`config.mk`:
```
export PLATFORM = sky130hd
export DESIGN_NAME = streaming_top_k_sum_tracker
export DESIGN_NICKNAME = d
export VERILOG_FILES = /design/src/rtl/tks_pkg.sv /design/src/rtl/tks_ctrl.sv /design/src/rtl/tks_dp.sv /design/src/rtl/streaming_top_k_sum_tracker.sv
export SDC_FILE = /design/constraint.sdc
export NUM_CORES = 2
export LEC_CHECK = 0
export BUFFER_PORTS_ARGS = -buffer_cell sky130_fd_sc_hd__buf_2
export CAP_MARGIN = 40
export CORE_MARGIN = 2
export CORE_UTILIZATION = 40
export DETAILED_ROUTE_END_ITERATION = 8
export RECOVER_POWER = 50
export SLEW_MARGIN = 20
export SYNTH_ARGS = -nofsm -noshare
export SYNTH_HDL_FRONTEND = slang
export SYNTH_SLANG_ARGS = --single-unit
```
`constraint.sdc`:
```
create_clock -name clk -period 6.35 [get_ports clk]
set_clock_uncertainty 0.15 [all_clocks]
set_input_delay 1.27 -clock clk [delete_from_list [all_inputs] [get_ports clk]]
set_output_delay 1.27 -clock clk [all_outputs]
set_load 0.1 [all_outputs]
```
`src/rtl/tks_pkg.sv`:
```
// Shared types and constants for the streaming top-L sum tracker.
// Used by the controller, the datapath and the top level; no dependencies.
`timescale 1ns / 1ps
`default_nettype none

package tks_pkg;

  // Field widths of the request and result items.
  localparam int VAL_W       = 31;
  localparam int SUM_W       = 37;
  localparam int KL_W        = 7;
  localparam int IN_TDATA_W  = 32;
  localparam int OUT_TDATA_W = 72;

  // Controller states.
  typedef enum logic [2:0] {
    ST_IDLE,
    ST_DECIDE,
    ST_POST,
    ST_SCAN_MIN,
    ST_REPLACE,
    ST_SCAN_NEW,
    ST_EMIT
  } tks_state_t;

  // Commands from the controller to the datapath.
  typedef struct packed {
    logic load;        // latch the request, apply restart
    logic insert;      // append the value, grow count and sum
    logic scan_start;  // start a minimum search over the held entries
    logic replace;     // overwrite the smallest entry with the value
    logic emit;        // load the result register
  } tks_cmd_t;

  // Status from the datapath to the controller.
  typedef struct packed {
    logic full;        // held count has reached the effective limit
    logic v_gt_min;    // latched value is above the found minimum
    logic scan_done;   // minimum search finished, result is valid
    logic scan_busy;   // minimum search in progress
    logic out_free;    // result register can take a new result
  } tks_sts_t;

endpackage

`default_nettype wire

```
`src/rtl/tks_ctrl.sv`:
```
// Controller state machine for the top-L sum tracker.
// Sequences load, insert, minimum search, replace and emit; depends on tks_pkg.
`timescale 1ns / 1ps
`default_nettype none

module tks_ctrl (
  input  wire logic              clk,
  input  wire logic              rst_n,
  input  wire logic              in_tvalid,
  output logic                   in_tready,
  input  wire tks_pkg::tks_sts_t sts,
  output tks_pkg::tks_cmd_t      cmd
);
  import tks_pkg::*;

  tks_state_t state_r;
  tks_state_t state_nxt;

  // State register.
  always_ff @(posedge clk) begin
    if (!rst_n) begin
      state_r <= ST_IDLE;
    end else begin
      state_r <= state_nxt;
    end
  end

  // Next state and commands.
  always_comb begin
    state_nxt = state_r;
    cmd       = '0;
    in_tready = 1'b0;
    unique case (state_r)
      ST_IDLE: begin
        in_tready = 1'b1;
        if (in_tvalid) begin
          cmd.load  = 1'b1;
          state_nxt = ST_DECIDE;
        end
      end
      ST_DECIDE: begin
        // A full store needs its minimum before the value can be placed.
        if (sts.full) begin
          cmd.scan_start = 1'b1;
          state_nxt      = ST_SCAN_MIN;
        end else begin
          cmd.insert = 1'b1;
          state_nxt  = ST_POST;
        end
      end
      ST_POST: begin
        // The insert may have filled the store; then the minimum is reported.
        if (sts.full) begin
          cmd.scan_start = 1'b1;
          state_nxt      = ST_SCAN_NEW;
        end else begin
          state_nxt = ST_EMIT;
        end
      end
      ST_SCAN_MIN: begin
        if (sts.scan_done) begin
          state_nxt = ST_REPLACE;
        end
      end
      ST_REPLACE: begin
        // When the value does not beat the minimum, the found minimum stands.
        if (sts.v_gt_min) begin
          cmd.replace    = 1'b1;
          cmd.scan_start = 1'b1;
          state_nxt      = ST_SCAN_NEW;
        end else begin
          state_nxt = ST_EMIT;
        end
      end
      ST_SCAN_NEW: begin
        if (sts.scan_done) begin
          state_nxt = ST_EMIT;
        end
      end
      ST_EMIT: begin
        if (sts.out_free) begin
          cmd.emit  = 1'b1;
          state_nxt = ST_IDLE;
        end
      end
      default: begin
        state_nxt = ST_IDLE;
      end
    endcase
  end

endmodule

`default_nettype wire

```
`src/rtl/tks_dp.sv`:
```
// Datapath for the top-L sum tracker: value store, count, sum, minimum search
// and result register. Driven by tks_ctrl commands; depends on tks_pkg.
`timescale 1ns / 1ps
`default_nettype none

module tks_dp #(
  parameter int CAPACITY = 64,
  parameter int LIM_W    = 7
) (
  input  wire logic                              clk,
  input  wire logic                              rst_n,
  input  wire logic [LIM_W-1:0]                  lim,
  input  wire logic [tks_pkg::IN_TDATA_W-1:0]    in_tdata,
  input  wire logic                              in_tuser,
  input  wire tks_pkg::tks_cmd_t                 cmd,
  output tks_pkg::tks_sts_t                      sts,
  output logic                                   out_tvalid,
  input  wire logic                              out_tready,
  output logic [tks_pkg::OUT_TDATA_W-1:0]        out_tdata,
  output logic                                   out_tuser
);
  import tks_pkg::*;

  localparam int IDX_W = (CAPACITY > 1) ? $clog2(CAPACITY) : 1;
  localparam int CNT_W = $clog2(CAPACITY + 1);

  logic [VAL_W-1:0] mem [CAPACITY];

  logic [CNT_W-1:0] count_r;
  logic [SUM_W-1:0] sum_r;
  logic [VAL_W-1:0] v_r;

  logic             scanning_r;
  logic [CNT_W-1:0] scan_cnt_r;
  logic             rd_vld_r;
  logic             rd_last_r;
  logic [IDX_W-1:0] rd_idx_r;
  logic [VAL_W-1:0] rd_data_r;
  logic             scan_done_r;
  logic [VAL_W-1:0] min_r;
  logic [IDX_W-1:0] min_idx_r;

  logic             out_valid_r;
  logic [SUM_W-1:0] out_sum_r;
  logic [VAL_W-1:0] out_min_r;
  logic             out_enough_r;

  logic [LIM_W-1:0] count_ext;
  logic             full;
  logic             enough;
  logic             v_gt_min;
  logic             wr_en;
  logic [IDX_W-1:0] wr_addr;
  logic [VAL_W-1:0] smallest;

  // Fill state against the effective limit.
  assign count_ext = LIM_W'(count_r);
  assign full      = (count_ext >= lim);
  assign enough    = ({1'b0, count_ext} + (LIM_W + 1)'(1)) >= {1'b0, lim};
  assign v_gt_min  = (v_r > min_r);
  assign smallest  = full ? min_r : '0;

  // Store write port: append while filling, overwrite the minimum when full.
  assign wr_en   = cmd.insert || (cmd.replace && v_gt_min);
  assign wr_addr = cmd.insert ? count_r[IDX_W-1:0] : min_idx_r;

  always_ff @(posedge clk) begin
    if (wr_en) begin
      mem[wr_addr] <= v_r;
    end
  end

  // Latched value, count and running sum.
  always_ff @(posedge clk) begin
    if (cmd.load) begin
      v_r <= in_tdata[VAL_W-1:0];
    end
  end

  always_ff @(posedge clk) begin
    if (!rst_n) begin
      count_r <= '0;
      sum_r   <= '0;
    end else if (cmd.load) begin
      if (in_tuser) begin
        count_r <= '0;
        sum_r   <= '0;
      end
    end else if (cmd.insert) begin
      count_r <= count_r + CNT_W'(1);
      sum_r   <= sum_r + SUM_W'(v_r);
    end else if (cmd.replace && v_gt_min) begin
      sum_r <= sum_r - SUM_W'(min_r) + SUM_W'(v_r);
    end
  end

  // Minimum search: one store read per cycle over entries below the count.
  always_ff @(posedge clk) begin
    if (!rst_n) begin
      scanning_r  <= 1'b0;
      rd_vld_r    <= 1'b0;
      scan_done_r <= 1'b0;
    end else begin
      scan_done_r <= rd_vld_r && rd_last_r;
      rd_vld_r    <= scanning_r;
      if (cmd.scan_start) begin
        scanning_r <= 1'b1;
      end else if (scanning_r && (scan_cnt_r == count_r - CNT_W'(1))) begin
        scanning_r <= 1'b0;
      end
    end
  end

  always_ff @(posedge clk) begin
    if (cmd.scan_start) begin
      scan_cnt_r <= '0;
    end else if (scanning_r) begin
      scan_cnt_r <= scan_cnt_r + CNT_W'(1);
    end
    if (scanning_r) begin
      rd_data_r <= mem[scan_cnt_r[IDX_W-1:0]];
      rd_idx_r  <= scan_cnt_r[IDX_W-1:0];
      rd_last_r <= (scan_cnt_r == count_r - CNT_W'(1));
    end
    // The first entry seeds the minimum; later ones win only when strictly lower.
    if (rd_vld_r && ((rd_idx_r == '0) || (rd_data_r < min_r))) begin
      min_r     <= rd_data_r;
      min_idx_r <= rd_idx_r;
    end
  end

  // Result register.
  always_ff @(posedge clk) begin
    if (!rst_n) begin
      out_valid_r <= 1'b0;
    end else if (cmd.emit) begin
      out_valid_r <= 1'b1;
    end else if (out_tready) begin
      out_valid_r <= 1'b0;
    end
  end

  always_ff @(posedge clk) begin
    if (cmd.emit) begin
      out_sum_r    <= sum_r - SUM_W'(smallest);
      out_min_r    <= smallest;
      out_enough_r <= enough;
    end
  end

  assign out_tvalid = out_valid_r;
  assign out_tdata  = {(OUT_TDATA_W - SUM_W - VAL_W)'(0), out_min_r, out_sum_r};
  assign out_tuser  = out_enough_r;

  // Status to the controller.
  always_comb begin
    sts           = '0;
    sts.full      = full;
    sts.v_gt_min  = v_gt_min;
    sts.scan_done = scan_done_r;
    sts.scan_busy = scanning_r || rd_vld_r || scan_done_r;
    sts.out_free  = !out_valid_r || out_tready;
  end

endmodule

`default_nettype wire

```
`src/rtl/streaming_top_k_sum_tracker.sv`:
```
// Streaming top-L sum tracker: keeps the largest L samples and their sum.
//
// Channels: in_* takes one sample per request (tdata = value, tuser = restart).
// out_* returns one result per request (tdata = sum without smallest, then
// smallest held; tuser = enough held). cfg_wr_en/cfg_wr_data set keep_limit,
// the number of values kept (0 acts as 1, above CAPACITY acts as CAPACITY);
// write it only while no request is in flight.
// Throughput: one request is in work at a time; the next is taken only once
// the result is loaded. A request that only appends needs no minimum search;
// one that fills the store, or finds it full and is discarded, needs one; one
// that replaces the minimum needs two. The value store has a single read
// port: each minimum search reads one entry per cycle.
// Reset: held count and sum clear, keep_limit returns to 1; the value store
// keeps its contents, only entries below the count are ever read.
// Stall: a finished result waits in the output register while the next
// request is taken and worked on; that request's result waits for room.
// Depends on tks_pkg, tks_ctrl and tks_dp.
`timescale 1ns / 1ps
`default_nettype none

module streaming_top_k_sum_tracker #(
  parameter int CAPACITY = 64
) (
  input  wire logic                              clk,
  input  wire logic                              rst_n,
  // Configuration: keep_limit
  input  wire logic                              cfg_wr_en,
  input  wire logic [tks_pkg::KL_W-1:0]          cfg_wr_data,
  // Input stream
  input  wire logic                              in_tvalid,
  output logic                                   in_tready,
  input  wire logic [tks_pkg::IN_TDATA_W-1:0]    in_tdata,   // [30:0] value, [31] zero
  input  wire logic                              in_tuser,   // [0] restart
  // Result stream
  output logic                                   out_tvalid,
  input  wire logic                              out_tready,
  output logic [tks_pkg::OUT_TDATA_W-1:0]        out_tdata,  // [36:0] sum_without_smallest,
                                                             // [67:37] smallest_held, zeros
  output logic                                   out_tuser   // [0] enough_held
);
  import tks_pkg::*;

  localparam int CNT_W = $clog2(CAPACITY + 1);
  localparam int LIM_W = (CNT_W > KL_W) ? CNT_W : KL_W;

  logic [KL_W-1:0]  keep_limit_r;
  logic [LIM_W-1:0] kl_ext;
  logic [LIM_W-1:0] lim;
  tks_cmd_t         cmd;
  tks_sts_t         sts;

  // Configuration register.
  always_ff @(posedge clk) begin
    if (!rst_n) begin
      keep_limit_r <= KL_W'(1);
    end else if (cfg_wr_en) begin
      keep_limit_r <= cfg_wr_data;
    end
  end

  // Effective limit, clamped to 1..CAPACITY.
  assign kl_ext = LIM_W'(keep_limit_r);
  always_comb begin
    if (kl_ext == '0) begin
      lim = LIM_W'(1);
    end else if (kl_ext > LIM_W'(CAPACITY)) begin
      lim = LIM_W'(CAPACITY);
    end else begin
      lim = kl_ext;
    end
  end

  tks_ctrl u_ctrl (
    .clk       (clk),
    .rst_n     (rst_n),
    .in_tvalid (in_tvalid),
    .in_tready (in_tready),
    .sts       (sts),
    .cmd       (cmd)
  );

  tks_dp #(
    .CAPACITY (CAPACITY),
    .LIM_W    (LIM_W)
  ) u_dp (
    .clk        (clk),
    .rst_n      (rst_n),
    .lim        (lim),
    .in_tdata   (in_tdata),
    .in_tuser   (in_tuser),
    .cmd        (cmd),
    .sts        (sts),
    .out_tvalid (out_tvalid),
    .out_tready (out_tready),
    .out_tdata  (out_tdata),
    .out_tuser  (out_tuser)
  );

  // A result is only loaded when the output register has room.
  a_emit_room: assert property (@(posedge clk) disable iff (!rst_n)
    cmd.emit |-> (!out_tvalid || out_tready))
    else $error("result loaded over an untaken result");

  // After a request is taken, no second one is taken in the next cycle.
  a_one_in_flight: assert property (@(posedge clk) disable iff (!rst_n)
    (in_tvalid && in_tready) |=> !in_tready)
    else $error("second request taken while one is in work");

  // A minimum search is never restarted while one is running.
  a_scan_overlap: assert property (@(posedge clk) disable iff (!rst_n)
    cmd.scan_start |-> !sts.scan_busy)
    else $error("minimum search started during a search");

  // Store writes and minimum searches never overlap.
  a_write_no_scan: assert property (@(posedge clk) disable iff (!rst_n)
    (cmd.insert || cmd.replace) |-> !sts.scan_busy)
    else $error("store written during a minimum search");

endmodule

`default_nettype wire
```
# Yosys cells after proc, flatten, opt, wreduce, memory -nomap -nowiden
# Memories as Yosys holds them, arrays and structs flattened. A register that Yosys moved wholly into a read port is not among the register bits.
# Cells that the tools add are included.
[totals]
reg_bits = 209
ram_bits = 1984
inputBits = 45
output_inout_bits = 75
mem_count = 1
[classes]
add_sub_neg = 8
n_lt_le_gt_ge = 5
eq_ne = 12
n_mux = 36
n_reduce_logical = 19
[memory_table]
columns = ["memory", "words", "word_bits", "read_ports", "rd_clocked_by_memory_dff", "wr", "line_no", "rtl"]
rows = [
  ["u_dp.mem", 64, 31, 1, 1, 1, "tks_dp.sv:27", "logic [VAL_W-1:0] mem [CAPACITY];"],
]
[ops]
columns = ["cell", "n"]
rows = [
  ["$mux 37", 4],
  ["$add 37x31->37", 2],
  ["$sub 37x31->37", 2],
  ["$mux 7", 5],
  ["$gt 31x31->1", 1],
  ["$lt 31x31->1", 1],
  ["$mux 31", 1],
  ["$pmux 3 s7", 1],
  ["$mux 1", 16],
  ["$add 7x1->7 const B", 2],
  ["$mux 3", 4],
  ["$eq 3x3->1 const B", 3],
  ["$add 7x1->8 const B", 1],
  ["$ge 8x7->1", 1],
  ["$eq 7x7->1", 1],
  ["$ge 7x7->1", 1],
  ["$gt 7x7->1 const B", 1],
  ["$logic_not 7->1", 1],
  ["$sub 7x1->7 const B", 1],
  ["$eq 3x2->1 const B", 2],
  ["$logic_not 6->1", 1],
  ["$mux 2", 3],
  ["$mux 6", 1],
  ["$ne 2x2->1 const B", 3],
  ["12 further kinds", 21],
]

# Longest topological paths before layout
[depth]
ltp_word = 9
ltp_mapped = 22
ltp_nobuf = 21

# Modules after synthesis
# Synthesis repeated with hierarchy kept, for this count alone.
[unflattened]
hier_cells = 4669
hier_area_um2 = 92326.0
[modules_own_cells]
columns = ["mod", "instances", "cells_per_inst", "area_per_inst_um2", "seq_area_each_um2"]
rows = [
  ["tks_dp", 1, 4602, 91735.5, 65933.2],
  ["streaming_top_k_sum_tracker", 1, 31, 320.3, 140.1],
  ["tks_ctrl", 1, 36, 270.3, 60.1],
]

# Worst setup path before layout
# OpenSTA, ideal clock, no wires.
[synth_path]
kind = "input-to-reg"
startpoint = "input port out_tready"
endpoint = "register u_dp.out_min_r[0] (enable)"
arrival_ps = 4498
slack_ps = 1198
path_stages = 2
path_buffers = 0
path_cell_list = "nand2b_1 > nor2b_1"
[synth_lines]
columns = ["element", "line_no", "rtl"]
rows = [
  ["start, declared", "streaming_top_k_sum_tracker.sv:36", "input wire logic out_tready,"],
  ["end signal, assigned", "tks_dp.sv:146", "out_min_r <= smallest;"],
  ["end, declared", "tks_dp.sv:45", "logic [VAL_W-1:0] out_min_r;"],
]

# Worst setup path after layout
[layout_path]
startpoint = "register u_dp.v_r[2]"
endpoint = "register u_dp.sum_r[36]"
[layout_between]
elab_chain_cells = 6
word_cells_on_any_way = 11
classes_between = "2 x add/sub; 1 x order compare; 5 x mux; 3 x reduce/logical"
[layout_rtl]
columns = ["element", "line_no", "rtl"]
rows = [
  ["start, declared", "tks_dp.sv:31", "logic [VAL_W-1:0] v_r;"],
  ["start signal, assigned", "tks_dp.sv:76", "v_r <= in_tdata[VAL_W-1:0];"],
  ["$gt 31x31->1", "tks_dp.sv:60", "assign v_gt_min = (v_r > min_r);"],
  ["$mux 2", "tks_ctrl.sv:67", "if (sts.v_gt_min) begin"],
  ["$mux 1", "tks_ctrl.sv:33", "unique case (state_r)"],
  ["$logic_and 1x1->1", "tks_dp.sv:92", "end else if (cmd.replace && v_gt_min) begin"],
  ["$reduce_bool 3->1 (no line)", "--", ""],
  ["$reduce_and 2->1 (no line)", "--", ""],
  ["end signal, assigned", "tks_dp.sv:91", "sum_r <= sum_r + SUM_W'(v_r);"],
  ["end signal, assigned", "tks_dp.sv:93", "sum_r <= sum_r - SUM_W'(min_r) + SUM_W'(v_r);"],
  ["end, declared", "tks_dp.sv:30", "logic [SUM_W-1:0] sum_r;"],
]
# Several ways; a longest one is shown, not always the timed one. The select of a mux whose other input is x is not followed.
# A chain may end at the register's enable or synchronous reset.

==> flow_summary.json <==
{
  "run_status": "finished, violations left",
  "violations": "max-capacitance violations, max-slew violations",
  "cts.repair_timing.setup_buffer_count": 0,
  "core-area_sq_um": 229700,
  "post-place-ws_ns": 0.7076,
  "slew-limit-headroom_pct": -137.4,
  "yosys.cell_types.count": 86,
  "end_kind": "flop",
  "wl_per_cell_microns": 28.09,
  "drcViolationCount": 0,
  "power_density_nw_per_um2": 428.4,
  "globalRoute.totalOverflow": 0,
  "synth_seq_area_share_pct": 71.70,
  "post_cts.resized_instances": 0,
  "worst_setup_hold_path_clk_slew_ns": 0.06,
  "cts-htree-levels": 4,
  "placed_area_sq_um": 98760,
  "synth_flop_cell": "sky130_fd_sc_hd__edfxtp_1",
  "syn-cell-area_sq_um": 92240,
  "die_x_microns": 484.2,
  "antenna_violating_nets_post_route": 0,
  "timing.setup.critical_path_class": "reg2reg",
  "track_usage_pct": 19.61,
  "post-route-util_pct": 45.91,
  "finalSetupViolations": 0,
  "tritoncts": "built",
  "setup_tns_ns": 0,
  "cp.arrival_ns": 6.31,
  "drt_wl_total_microns": 231700,
  "worst_hold_slack_ns": 0.2905,
  "first_pass_grt_wire_length_microns": 333800,
  "slowest_stage": "sky130_fd_sc_hd__clkbuf_1",
  "max_freq_mhz": 173.3,
  "postSynth.asyncResetShare_pct": 0,
  "postLayoutSetupSlackWorst_ns": 0.5811,
  "cellInternalPower_mw": 30.69,
  "worst_setup_path_start_kind": "flop",
  "number_of_global_route_vias_before_repair": 46491,
  "synth-edff-count": 2159,
  "worst-slew-pin-transition_ns": 3.561,
  "place_congestion": 0.8772,
  "clock_latency_ns": 0.87,
  "gate_count_of_the_mapped_netlist": 4681,
  "ctsHoldBuffers": 0,
  "i_o_pins": 120,
  "unrepaired_setup_endpoints_after_global_routing": "false",
  "clock_buffers_created_by_tritoncts": 217,
  "post-route-min-period_ns": 5.769,
  "post-route-period-util_pct": 90.85,
  "max_ir_drop_vdd_v": 0.0003297,
  "class_of_the_worst_hold_path": "reg2reg",
  "dp_hpwl_microns": 149100,
  "cap_violations": 29,
  "cp_max_fo": 13,
  "area_growth_pct": 14.32,
  "timing.final.hold_violations": 0,
  "cts-root-buf": "sky130_fd_sc_hd__clkbuf_16",
  "worst_path_largest_cell_delay_ns": 0.83,
  "timing.critical_path.required_ns": 6.90,
  "power.share.switching_pct": 32.05,
  "clock_network_fraction_of_total_power_pct": 28.0,
  "design_area_sq_um": 105500,
  "timing_max_transition_violations_final": 1183,
  "rows": 176,
  "pwr-share-seq_pct": 40.4,
  "floorplan.die_area_sq_um": 234500,
  "chipHeight_microns": 484.2,
  "cts.sink_count": 2224,
  "detail_route.iter0.violations": 5167,
  "net-switching-power_mw": 14.48,
  "drt_pass1_iterations": 6,
  "clk_path_buf_depth": 3,
  "combPwrFrac_pct": 31.6,
  "drive_gt1_share_pct": 25.17,
  "cells_traversed_along_the_worst_timing_path": "clkbuf_1 > clkbuf_1 > inv_1 > fa_1 > inv_1 > ha_1 > a211oi_1 > nor2_1 > a221oi_1 > a2111oi_0 > o32ai_1 > or3_1 > a21o_1 > xnor2_1 > a222oi_1 > nor2_1",
  "post_drt_via_cell_ratio": 5.675,
  "syn_area_per_cell_sq_um": 19.71,
  "nets": 5291,
  "crit_buf_inv": 4,
  "num_vias": 46797,
  "power_leakage_nw": 34.03,
  "antenna_found_initial": 22,
  "synth-seq-cells": 2224,
  "cpLargestDelayFamily": "compound AO/OA/AOI/OAI gates",
  "initial_utilization_pct": 40.16,
  "grt_max_degree": 97,
  "fill_cells": 19233,
  "total_number_of_yosys_warnings": 0,
  "port_buffers": 114
}
==> worst paths after layout <==
kind	start	endpoint	slack, ns	cells past startpoint
min reg2reg	u_dp.rd_data_r[0]$_DFFE_PP_	u_dp.min_r[0]$_DFFE_PP_	0.29	0
min	u_dp.rd_data_r[0]$_DFFE_PP_	u_dp.min_r[0]$_DFFE_PP_	0.29	0
max reg2reg	u_dp.v_r[2]$_DFFE_PP_	u_dp.sum_r[36]$_SDFFE_PN0P_	0.58	16
max	u_dp.v_r[2]$_DFFE_PP_	u_dp.sum_r[36]$_SDFFE_PN0P_	0.58	16
==> through the flow <==
step	total power, mW	cells
floorplan	28.29	4684
global placement	32.65	7820
detailed placement	32.81	7832
CTS	45.42	8240
global route	47.26	8243
finish	45.17	8246
==> kinds of logic (layout without fill, tap and decap cells) <==
kind of cell    after synthesis  in the layout  synth area share [%]
compound gates              476            476                 3.388
xor+xnor                    109            109                 1.035
fa+ha+maj                   220            220                 3.250
buf+inv                     433            965                 1.808
flops                      2224           2224                 71.70
mux                         664            664                 16.04
other cells                   1              8              0.004065
simple gates                554            554                 2.782
==> power groups by stage <==
stage | clock (mW) | sequential (mW) | combinational [mW]
after global placement | 0 | 18.5 | 14.1
after CTS | 12.9 | 18.2 | 14.3
final | 12.6 | 18.3 | 14.3
after floorplan | 0 | 18.7 | 9.61
after global routing | 13.5 | 18.3 | 15.5
after detailed placement | 0 | 18.5 | 14.3
==> cells in the mapped netlist, types with 64 or more instances <==
cell	number	area (sq um)
sky130_fd_sc_hd__dfxtp_1	65	1301
sky130_fd_sc_hd__a21oi_1	150	750.7
sky130_fd_sc_hd__xnor2_1	64	560.5
sky130_fd_sc_hd__nor2_1	172	645.6
sky130_fd_sc_hd__mux4_2	651	14660
sky130_fd_sc_hd__a21o_1	74	555.5
sky130_fd_sc_hd__clkbuf_1	138	518.0
sky130_fd_sc_hd__nand2_1	172	645.6
sky130_fd_sc_hd__ha_1	186	2327
sky130_fd_sc_hd__edfxtp_1	2159	64830
sky130_fd_sc_hd__o21ai_0	72	360.4
sky130_fd_sc_hd__inv_1	217	814.5
==> worst reg2reg max path, stage by stage (launching register included) <==
cell and delay, ns:
sky130_fd_sc_hd__edfxtp_1 0.38, sky130_fd_sc_hd__clkbuf_1 0.83, sky130_fd_sc_hd__clkbuf_1 0.65, sky130_fd_sc_hd__inv_1 0.15, sky130_fd_sc_hd__fa_1 0.53, sky130_fd_sc_hd__inv_1 0.04
sky130_fd_sc_hd__ha_1 0.34, sky130_fd_sc_hd__a211oi_1 0.09, sky130_fd_sc_hd__nor2_1 0.28, sky130_fd_sc_hd__a221oi_1 0.24, sky130_fd_sc_hd__a2111oi_0 0.64, sky130_fd_sc_hd__o32ai_1 0.23
sky130_fd_sc_hd__or3_1 0.39, sky130_fd_sc_hd__a21o_1 0.19, sky130_fd_sc_hd__xnor2_1 0.12, sky130_fd_sc_hd__a222oi_1 0.29, sky130_fd_sc_hd__nor2_1 0.07
==> flip-flops by register name, summed over array words and instances, names as in the netlist <==
name              count
u_dp.scan_cnt_r       7
u_dp.out_min_r       31
u_dp.count_ext        7
u_dp.rd_idx_r         6
u_dp.rd_vld_r         1
u_dp.min_r           31
u_dp.min_idx_r        6
u_dp.out_tvalid       1
u_dp.out_sum_r       37
u_ctrl.state_r        3
u_dp.scanning_r       1
u_dp.mem           1984
keep_limit_r          7
u_dp.sum_r           37
u_dp.v_r             31
u_dp.rd_data_r       31
u_dp.scan_done_r      1
u_dp.rd_last_r        1
u_dp.out_tuser        1
==> final cells by class <==
type	count	area (sq um)	share of cell area [%]
clock buffers	270	5682	5.388
well taps	3026	3786	3.590
repair buffers	340	2751	2.609
clock inverters	138	1303	1.235
multi-input cells	2027	24960	23.67
diodes	4	10.01	0.009492
flip-flops and latches	2224	66150	62.73
inverters	217	814.5	0.7724
==> cells in the final DEF (no fill, tap or decap), types with 14 or more instances in the layout <==
master                      count
sky130_fd_sc_hd__fa_1          33
sky130_fd_sc_hd__clkinv_1      57
sky130_fd_sc_hd__bufinv_16     15
sky130_fd_sc_hd__nand3_1       45
sky130_fd_sc_hd__buf_12        53
sky130_fd_sc_hd__edfxtp_1    2159
sky130_fd_sc_hd__clkinv_2      37
sky130_fd_sc_hd__ha_1         186
sky130_fd_sc_hd__nor2b_1       21
sky130_fd_sc_hd__nand4_1       28
sky130_fd_sc_hd__a21oi_1      149
sky130_fd_sc_hd__mux4_2       651
sky130_fd_sc_hd__nor2_1       108
sky130_fd_sc_hd__dfxtp_1       61
sky130_fd_sc_hd__buf_2        106
sky130_fd_sc_hd__nand2_1      172
sky130_fd_sc_hd__a21o_1        74
sky130_fd_sc_hd__nand2b_1      22
sky130_fd_sc_hd__inv_1        217
sky130_fd_sc_hd__clkbuf_16    219
sky130_fd_sc_hd__clkbuf_1     131
sky130_fd_sc_hd__o21ai_0       72
sky130_fd_sc_hd__a31oi_1       22
sky130_fd_sc_hd__xor2_1        45
sky130_fd_sc_hd__nor2_4        64
sky130_fd_sc_hd__nor3_1        30
sky130_fd_sc_hd__buf_4         93
sky130_fd_sc_hd__a211oi_1      26
sky130_fd_sc_hd__xnor2_1       64
sky130_fd_sc_hd__o21a_1        14
==> layer usage <==
layer	share of wire (%)	track usage [%]	vias up
met4	1.5	3.689	0
met1	46	30.29	24996
li1	-	-	19857
met3	7.9	3.660	253
met2	45	29.19	1691
met5	0	0	-
(Power assumes the default switching activity.)
